**src/sv/pfc_pkg.sv**
```systemverilog
package pfc_pkg;

  // Pixel format codes, shared by the configuration register and the input word.
  typedef enum logic [2:0] {
    FMT_R8      = 3'd0,
    FMT_RG8     = 3'd1,
    FMT_RGB8    = 3'd2,
    FMT_RGBA8   = 3'd3,
    FMT_R32F    = 3'd4,
    FMT_RG32F   = 3'd5,
    FMT_RGB32F  = 3'd6,
    FMT_RGBA32F = 3'd7
  } pfc_fmt_e;

  localparam int unsigned NumLanes = 4;

  // Single-precision constants.
  localparam logic [31:0] FloatOne  = 32'h3F80_0000;
  localparam logic [31:0] FloatZero = 32'h0000_0000;
  localparam logic [7:0]  ExpInfNan = 8'hFF;
  localparam logic [7:0]  ExpOne    = 8'd127;
  // Below 2^-8 the scaled value stays under one.
  localparam logic [7:0]  ExpMinByte = 8'd119;
  // Exponent bias plus fraction width, used to align the scaled product.
  localparam logic [7:0]  ExpAlign  = 8'd150;

  typedef struct packed {
    logic [2:0]  src_fmt;
    logic [31:0] in_word0;
    logic [31:0] in_word1;
    logic [31:0] in_word2;
    logic [31:0] in_word3;
  } pfc_in_t;

  typedef struct packed {
    logic [31:0] out_word0;
    logic [31:0] out_word1;
    logic [31:0] out_word2;
    logic [31:0] out_word3;
    logic        status;
  } pfc_out_t;

  // What each lane hands to the merge stage.
  typedef struct packed {
    logic [7:0]  byte_val;
    logic [31:0] chan_val;
  } pfc_lane_t;

endpackage

```
**src/sv/pfc_lane.sv**
```systemverilog
module pfc_lane (
  input  logic [31:0]       chan_i,
  input  logic [7:0]        byte_i,
  output pfc_pkg::pfc_lane_t lane_o
);
  import pfc_pkg::*;

  logic        sgn;
  logic [7:0]  expo;
  logic [22:0] frac;
  logic [23:0] mant;
  logic [31:0] prod;
  logic [23:0] keep;
  logic        guard;
  logic        sticky;
  logic        rnd_up;
  logic [32:0] rounded;
  logic [7:0]  shamt;
  logic [32:0] scaled;
  logic [7:0]  byte_val;

  logic [2:0]  lead;
  logic [39:0] rep;
  logic [39:0] norm;
  logic [7:0]  w_exp;
  logic [31:0] w_bits;

  // Float channel to byte: clamp to [0,1], round the product with 255 to a single, truncate.
  always_comb begin
    sgn   = chan_i[31];
    expo  = chan_i[30:23];
    frac  = chan_i[22:0];
    mant  = {1'b1, frac};
    prod  = {mant, 8'd0} - {8'd0, mant};
    if (prod[31]) begin
      keep   = prod[31:8];
      guard  = prod[7];
      sticky = |prod[6:0];
    end else begin
      keep   = prod[30:7];
      guard  = prod[6];
      sticky = |prod[5:0];
    end
    rnd_up  = guard & (sticky | keep[0]);
    rounded = {9'd0, keep} + {32'd0, rnd_up};
    if (prod[31]) begin
      rounded = rounded << 8;
    end else begin
      rounded = rounded << 7;
    end
    shamt  = ExpAlign - expo;
    scaled = rounded >> shamt[4:0];

    if (expo == ExpInfNan && frac != 23'd0) begin
      byte_val = 8'd0;
    end else if (sgn) begin
      byte_val = 8'd0;
    end else if (expo >= ExpOne) begin
      byte_val = 8'hFF;
    end else if (expo < ExpMinByte) begin
      byte_val = 8'd0;
    end else begin
      byte_val = scaled[7:0];
    end
  end

  // Byte to float: byte/255 is the byte repeated forever after the binary point.
  always_comb begin
    lead = 3'd0;
    for (int i = 0; i < 8; i++) begin
      if (byte_i[i]) begin
        lead = 3'(i);
      end
    end
    rep   = {byte_i, byte_i, byte_i, byte_i, byte_i};
    norm  = rep << (3'd7 - lead);
    w_exp = 8'd119 + {5'd0, lead};
    // The tail never ends in a tie, so a set guard bit always rounds up.
    w_bits = {1'b0, w_exp, norm[38:16]} + {31'd0, norm[15]};
    if (byte_i == 8'd0) begin
      w_bits = FloatZero;
    end else if (byte_i == 8'hFF) begin
      w_bits = FloatOne;
    end
  end

  assign lane_o.byte_val = byte_val;
  assign lane_o.chan_val = w_bits;

endmodule

```
**src/sv/pfc_merge.sv**
```systemverilog
module pfc_merge (
  input  pfc_pkg::pfc_in_t                       in_i,
  input  logic [2:0]                             dst_i,
  input  pfc_pkg::pfc_lane_t [pfc_pkg::NumLanes-1:0] lanes_i,
  output pfc_pkg::pfc_out_t                      out_o
);
  import pfc_pkg::*;

  logic [31:0] w0;
  logic [31:0] w1;
  logic [31:0] w2;
  logic [31:0] w3;
  logic        st;

  // Pick copy, narrowing, widening or no path from the format pair.
  always_comb begin
    w0 = '0;
    w1 = '0;
    w2 = '0;
    w3 = '0;
    st = 1'b0;
    if (in_i.src_fmt == dst_i) begin
      case (in_i.src_fmt)
        FMT_R8:      w0 = {24'd0, in_i.in_word0[7:0]};
        FMT_RG8:     w0 = {16'd0, in_i.in_word0[15:0]};
        FMT_RGB8:    w0 = {8'd0, in_i.in_word0[23:0]};
        FMT_RGBA8:   w0 = in_i.in_word0;
        FMT_R32F:    w0 = in_i.in_word0;
        FMT_RG32F: begin
          w0 = in_i.in_word0;
          w1 = in_i.in_word1;
        end
        FMT_RGB32F: begin
          w0 = in_i.in_word0;
          w1 = in_i.in_word1;
          w2 = in_i.in_word2;
        end
        FMT_RGBA32F: begin
          w0 = in_i.in_word0;
          w1 = in_i.in_word1;
          w2 = in_i.in_word2;
          w3 = in_i.in_word3;
        end
        default: w0 = '0;
      endcase
    end else if (in_i.src_fmt == FMT_RGBA32F && dst_i == FMT_RGBA8) begin
      w0 = {lanes_i[3].byte_val, lanes_i[2].byte_val,
            lanes_i[1].byte_val, lanes_i[0].byte_val};
    end else if (in_i.src_fmt == FMT_RGBA8 && dst_i == FMT_RGBA32F) begin
      w0 = lanes_i[0].chan_val;
      w1 = lanes_i[1].chan_val;
      w2 = lanes_i[2].chan_val;
      w3 = lanes_i[3].chan_val;
    end else begin
      st = 1'b1;
    end
  end

  assign out_o.out_word0 = w0;
  assign out_o.out_word1 = w1;
  assign out_o.out_word2 = w2;
  assign out_o.out_word3 = w3;
  assign out_o.status    = st;

endmodule

```
**src/sv/pixel_format_converter.sv**
```systemverilog
// Pixel format converter.
// Input channel: in_valid_i / in_stall_o carry one pixel word (source format and
// four 32-bit words). Output channel: out_valid_o / out_stall_i carry the converted
// word and a status bit that is set when no conversion path exists.
// The user must write the destination format through cfg_we_i / cfg_wdata_i only
// while idle; the block does not enforce this. An accepted word is registered and
// shown in the next cycle. Throughput is one word per cycle while the receiver
// does not stall; four float lanes work on the channels side by side and a merge
// stage forms the result in the same cycle, ahead of the single output register.
// The input is stalled only while a result is held and the receiver stalls;
// a word is taken in the same cycle that the held result leaves.
// Reset empties the output register and sets the destination format to RGBA8.
module pixel_format_converter (
  input  logic              clk_i,
  input  logic              rst_ni,
  input  logic              in_valid_i,
  output logic              in_stall_o,
  input  pfc_pkg::pfc_in_t  in_data_i,
  output logic              out_valid_o,
  input  logic              out_stall_i,
  output pfc_pkg::pfc_out_t out_data_o,
  input  logic              cfg_we_i,
  input  logic [2:0]        cfg_wdata_i
);
  import pfc_pkg::*;

  logic [2:0]            atlas_q;
  logic                  valid_q;
  pfc_out_t              data_q;
  pfc_out_t              data_d;
  pfc_lane_t [NumLanes-1:0] lanes;
  logic [NumLanes-1:0][31:0] words;
  logic                  accept;

  assign words = {in_data_i.in_word3, in_data_i.in_word2,
                  in_data_i.in_word1, in_data_i.in_word0};

  // One lane per channel.
  for (genvar k = 0; k < NumLanes; k++) begin : g_lane
    pfc_lane u_lane (
      .chan_i (words[k]),
      .byte_i (in_data_i.in_word0[8*k +: 8]),
      .lane_o (lanes[k])
    );
  end

  pfc_merge u_merge (
    .in_i    (in_data_i),
    .dst_i   (atlas_q),
    .lanes_i (lanes),
    .out_o   (data_d)
  );

  assign in_stall_o = valid_q & out_stall_i;
  assign accept     = in_valid_i & ~in_stall_o;

  // Configuration register.
  always_ff @(posedge clk_i or negedge rst_ni) begin
    if (!rst_ni) begin
      atlas_q <= FMT_RGBA8;
    end else if (cfg_we_i) begin
      atlas_q <= cfg_wdata_i;
    end
  end

  // Output register.
  always_ff @(posedge clk_i or negedge rst_ni) begin
    if (!rst_ni) begin
      valid_q <= 1'b0;
    end else if (!in_stall_o) begin
      valid_q <= accept;
    end
  end

  always_ff @(posedge clk_i) begin
    if (accept) begin
      data_q <= data_d;
    end
  end

  assign out_valid_o = valid_q;
  assign out_data_o  = data_q;

endmodule

```
**config.mk**
```make
export PLATFORM = sky130hd
export DESIGN_NAME = pixel_format_converter
export DESIGN_NICKNAME = d
export VERILOG_FILES = /design/src/sv/pfc_pkg.sv /design/src/sv/pfc_lane.sv /design/src/sv/pfc_merge.sv /design/src/sv/pixel_format_converter.sv
export SDC_FILE = /design/constraint.sdc
export NUM_CORES = 1
export LEC_CHECK = 0
export BUFFER_PORTS_ARGS = -buffer_cell sky130_fd_sc_hd__buf_2
export CORE_AREA = 2 2 213 299
export CTS_BUF_LIST = sky130_fd_sc_hd__clkbuf_8
export CTS_CLUSTER_SIZE = 28
export DETAILED_ROUTE_END_ITERATION = 12
export DIE_AREA = 0 0 215 301
export PLACE_DENSITY = 0.53
export RECOVER_POWER = 25
export SLEW_MARGIN = 0
export SYNTH_ARGS = -nofsm -noshare
export SYNTH_HDL_FRONTEND = slang
export SYNTH_SLANG_ARGS = --single-unit
```
**constraint.sdc**
```tcl
create_clock -name clk_i -period 6.2 [get_ports clk_i]
set_input_delay 0.62 -clock clk_i [delete_from_list [all_inputs] [get_ports clk_i]]
set_output_delay 0.62 -clock clk_i [all_outputs]
set_load 0.02 [all_outputs]
```
* After elaboration in Yosys (flattened, before gate mapping)
Cells that the tools add are included.
** Storage, ports and cells
- Output and inout bits :: 131
- Input bits :: 139
- Word-level logic and storage cells :: 188
- Flip-flop bits (word level) :: 133
** Operators by class
- Bitwise gates (word level) :: 11
- Order comparisons :: 8
- Reductions and logical operators :: 27
- Mux-type cells :: 85
- $add $sub $neg :: 24
- Shift-type cells :: 8
- Eq/ne operators :: 18
** Operators with widths (number)
- two-way mux 32 bit :: 23
- left shift 40 x 3 -> 39 bit :: 4
- two-way mux 33 bit :: 4
- >> shifter 33 x 5 -> 8 bit :: 4
- adder 31 x 1 -> 32 bit :: 4
- two-way mux 8 bit :: 16
- one-hot mux 32 bit (4 select lines) :: 1
- subtractor 32 x 24 -> 32 bit :: 4
- adder 24 x 1 -> 25 bit :: 4
- two-way mux 24 bit :: 4
- nonzero test 23 bit :: 4
- equality test 8 bit (second input constant) :: 8
- two-way mux 3 bit :: 16
- adder 7 x 3 -> 8 bit (first input constant) :: 4
- >= comparator 8 x 7 -> 1 bit (second input constant) :: 4
- logical NOT 8 bit :: 4
- < comparator 8 x 7 -> 1 bit (second input constant) :: 4
- OR reduction 7 bit :: 4
- OR reduction 6 bit :: 4
- subtractor 5 bit (first input constant) :: 4
- two-way mux 2 bit :: 8
- equality test 3 bit (second input constant) :: 5
- two-way mux 1 bit :: 13
- subtractor 3 bit (first input constant) :: 4
- other kinds (11) :: 27

* Depth between registers and ports, before layout
- Word-level depth :: 15
- Gate-level depth with buffers :: 27
- Mapped depth without buffers :: 23

* By module
Synthesis repeated with hierarchy kept, for this count alone.
** Unflattened totals
- Cells, all modules :: 3154
- Area total of the unflattened synthesis :: 23536.3 µm²
** By module, submodules not included
- pfc_lane :: area an instance 4357.9 µm², cells an instance 685, sequential area each 0.0 µm², instances 4
- pixel_format_converter :: area an instance 4031.4 µm², cells an instance 139, sequential area each 3976.3 µm², instances 1
- pfc_merge :: area an instance 2073.2 µm², cells an instance 275, sequential area each 0.0 µm², instances 1

* Least setup slack after synthesis
Ideal clock, no wire load.
- Path kind :: input to register
- Start point :: input out_stall_i
- End point :: register data_q, in the netlist out_data_o[0], enable pin
- Setup time :: 0.631 ns
- Path buffers :: 0
- Path slack :: -0.943 ns
- Arrival time :: 6.511 ns
- Stages :: 2
- Required time :: 5.569 ns
- Path through :: and2_1 > nor2b_1
** Between the ends
- Longest elaborated chain between the ends :: 3
** RTL lines
- start: declaration :: RTL line pixel_format_converter.sv:20 : input logic out_stall_i,
- AND 1 bit :: RTL line pixel_format_converter.sv:54 : assign in_stall_o = valid_q & out_stall_i;
- NOT 1 bit :: RTL line pixel_format_converter.sv:55 : assign accept = in_valid_i & ~in_stall_o;
- AND 1 bit :: RTL line pixel_format_converter.sv:55
- via accept :: RTL line pixel_format_converter.sv:33 : logic accept;
- end signal: assignment :: RTL line pixel_format_converter.sv:77 : data_q <= data_d;
- end: declaration :: RTL line pixel_format_converter.sv:29 : pfc_out_t data_q;
The timed path passes the listed nets, and every way through them passes these cells.
A chain may end at the register's enable or synchronous reset.

==> results.cfg <==
[outcome]
status = finished with violations
failing_checks = capacitance limit, slew limit

[floorplan]
initial_core_util = 0.349
dieWidth_um = 215
area_of_the_placeable_core_mm2 = 0.0619
num_rows = 108
dieArea_mm2 = 0.0647
die-height_um = 301
boundaryPins = 270

[synthesis]
post_synth_num_cell_types = 115
syn-instance-count = 2929
yosysWarningCount = 0
synth_flop_cell = sky130_fd_sc_hd__edfxtp_1
netlist.area_leader.share = 0.180
synth-edff-count = 129
postSynth.asyncResetShare = 0.0301
post_synth.cell_area_avg_um2 = 7.37
mappedNetlistNets = 3153
synth_seq_cells = 133
summed_instance_area_of_the_synthesized_netlist_mm2 = 0.0216
sequential_area_share_after_synthesis = 0.184
synth_area_leader_cell = sky130_fd_sc_hd__edfxtp_1
synth_area_leaders = sky130_fd_sc_hd__edfxtp_1 (18%), sky130_fd_sc_hd__nand2_1 (5.5%), sky130_fd_sc_hd__xnor2_1 (5.2%), sky130_fd_sc_hd__ha_1 (4.9%), sky130_fd_sc_hd__a21oi_1 (4.6%)

[grt]
grt_start_max_net_pins = 62
first_global_vias = 23500
grt.total_usage = 0.275
grt_antenna_before_repair = 6
grt_overflow = 0
grt_pass1_wl_um = 139000

[power]
p_clk_frac = 0.179
irDropWorstVdd_mv = 0.126
p_seq_frac = 0.269
p_leak_uw = 0.00970
intPower_uw = 2060
cellPowerDensity_mw_per_mm2 = 163
combinationalPowerShare = 0.552
swShare = 0.477
netSwitchingPower_uw = 1880

[route]
vias = 24600
drt-pass1-iter-count = 6
routedWlPerCell_um = 23.2
drt_first_iter_violations = 1954
detailed_route_wl_um = 92300
drc_errors = 0
detail_route.vias_per_cell = 6.19
ant_nets = 0

[clocking]
htreeDepth = 4
clkLatencyLatePin_ns = 0.58
cts.path.max_buffers = 2
cts_root_buf = sky130_fd_sc_hd__clkbuf_8
clkSinkCount = 133
numCtsBuffers = 17
holdBufCountCts = 1
cts_tree = built
count_of_cells_resized_by_post_cts_repair = 0
cts_setup_buffers = 0
path_clk_slew_ns = 0.09

[placement]
buffer_ports.inserted = 269
postPlaceCellArea_mm2 = 0.0240
globalplace.congestion = 1.01
dp.final_hpwl_um = 74200

[setup_path]
cpMaxStageDelayCell = sky130_fd_sc_hd__a2111oi_0
timing.critical_path.to = out_data_o[126]$_DFFE_PP_
critical_path.top_delay_family = compound AO/OA/AOI/OAI gates
reg2reg_slack_ns = 2.29
critical_path_peak_fanout = 7
critPathMaxStageDelay_ns = 0.47
required_arrival_time_at_the_worst_endpoint_ns = 6.49
ff2ff_path_depth = 10
type_of_element_launching_the_critical_path = primary input
worst_ep_arrival_time_ns = 5.88
reg2reg_from = atlas_q[1]$_DFFE_PN1P_
worst_setup_path_startpoint = in_data_i[16]
critical_path.endpoint_type = flip-flop
critical_path_class = primary input to flip-flop
critical_path.reg2reg.endpoint = out_data_o[108]$_DFFE_PP_
worst-path-stages = 21
timing.critical_path.cells = buf_2 -> clkinv_1 -> ha_1 -> a21oi_1 -> o21ai_0 -> a311oi_1 -> a31oi_1 -> nor2_1 -> o21ai_0 -> nor4_1 -> ha_1 -> o2111ai_1 -> o21bai_1 -> a21oi_1 -> and2_0 -> mux2_2 -> a41oi_1 -> a2bb2oi_1 -> nor2_1 -> a2111oi_0 -> o211ai_1
crit_buf_inv = 2

[sta]
finalHoldViolCount = 0
slew-limit-headroom = -0.582
report.final.slew_viol_count = 28
worst_clock_skew_ns = 0.0283
setup_total_negative_slack_ns = 0
rsz0062_at_grt = no
timing.final.crit_share = 0.902
period_needed_ns = 5.59
final-setup-viol-count = 0
fmax_mhz = 179
max_slew.worst_pin.slew_ns = 2.37

[layout]
mostFrequentLayoutCell = sky130_fd_sc_hd__nand2_1
flow.area_growth_from_synthesis_pct = 12.3
final_nets = 3357
post_route_cells_drive_above_1_share = 0.137
fin_area_mm2 = 0.0242
layout.cells.most_common_list = sky130_fd_sc_hd__nand2_1 (316), sky130_fd_sc_hd__nor2_1 (255), sky130_fd_sc_hd__buf_2 (203), sky130_fd_sc_hd__a21oi_1 (198), sky130_fd_sc_hd__o21ai_0 (148)

[job]
max_cap_viol = 1

[worst_hold_path]
hold-path-cell-count = 2
hold_path_class = primary input to flip-flop
## power groups by stage
| stage | combinational (uW) | clock (uW) | sequential, uW |
|---|---|---|---|
| after floorplan | 1410 | 0 | 1140 |
| after global placement | 2130 | 0 | 1080 |
| after detailed placement | 2130 | 0 | 1080 |
| after CTS | 2150 | 741 | 1060 |
| after global routing | 2350 | 766 | 1070 |
| final | 2180 | 706 | 1060 |
## final cells by class
| type | instances | area (um2) |
|---|---|---|
| fill | 6642 | 37700 |
| multi-input combinational | 2500 | 16500 |
| clock inverter | 15 | 106 |
| antenna | 1 | 2.50 |
| sequential | 133 | 3980 |
| timing repair buffer | 365 | 1990 |
| clock buffer | 17 | 234 |
| inverter | 116 | 435 |
| tap | 825 | 1030 |
## how the worst min path moves through the flow
stage,startpoint,endpoint,slack (ns)
2_1_floorplan,rst_ni,atlas_q[2]$_DFFE_PN0P_,0.32
3_3_place_gp,rst_ni,out_valid_o$_DFFE_PN0N_,0.43
3_5_place_dp,rst_ni,out_valid_o$_DFFE_PN0N_,0.43
4_1_cts,in_valid_i,out_valid_o$_DFFE_PN0N_,0.22
5_1_grt,in_valid_i,out_valid_o$_DFFE_PN0N_,0.25
6_report,in_valid_i,out_valid_o$_DFFE_PN0N_,0.27
## metal layers
layer	part of all wire	GRT usage	routed length (um)
met5	0.00075	0	69
met4	0.052	0.142	4810
met3	0.054	0.0391	4960
met2	0.50	0.496	46100
met1	0.39	0.315	36400
## cells in the mapped netlist (26+ instances only)
cell / instances
sky130_fd_sc_hd__mux2_2: 26
sky130_fd_sc_hd__nand3_1: 122
sky130_fd_sc_hd__o211ai_1: 62
sky130_fd_sc_hd__o21ai_0: 150
sky130_fd_sc_hd__and2_1: 49
sky130_fd_sc_hd__mux2i_1: 80
sky130_fd_sc_hd__xnor2_1: 127
sky130_fd_sc_hd__inv_1: 112
sky130_fd_sc_hd__edfxtp_1: 129
sky130_fd_sc_hd__clkbuf_1: 164
sky130_fd_sc_hd__a211oi_1: 51
sky130_fd_sc_hd__or3_1: 45
sky130_fd_sc_hd__xor2_1: 50
sky130_fd_sc_hd__a21oi_1: 198
sky130_fd_sc_hd__nand4_1: 54
sky130_fd_sc_hd__a31oi_1: 29
sky130_fd_sc_hd__a21o_1: 75
sky130_fd_sc_hd__nor2_1: 255
sky130_fd_sc_hd__nor3_1: 118
sky130_fd_sc_hd__nor4_1: 44
sky130_fd_sc_hd__and3_1: 37
sky130_fd_sc_hd__nand2_1: 316
sky130_fd_sc_hd__ha_1: 85
## sequential cells by signal (all words and copies together), names as in the netlist
register,count
out_valid_o,1
atlas_q,3
out_data_o,129
## logic make-up (layout without fill, tap and decap cells)
| family | after synthesis | in the layout | share of synthesized area |
|---|---|---|---|
| simple gates | 1174 | 1174 | 0.273 |
| compound gates | 947 | 947 | 0.308 |
| buf+inv | 296 | 513 | 0.0532 |
| xor+xnor | 181 | 181 | 0.0749 |
| flops | 133 | 133 | 0.184 |
| mux | 113 | 113 | 0.0575 |
| fa+ha+maj | 85 | 85 | 0.0493 |
| other cells | 0 | 1 | 0 |
## stage by stage
step	instances	util	hold slack, ns	setup WS, ns	total power [uW]
after floorplan	2929	-	0.324	0.0564	2550
after global placement	3938	0.387	0.425	0.304	3210
after detailed placement	3938	0.387	0.428	0.184	3210
after CTS	3971	0.393	0.216	0.791	3950
after global routing	3972	0.391	0.249	0.251	4180
final	3972	0.391	0.272	0.606	3940
(Power assumes the default switching activity.)
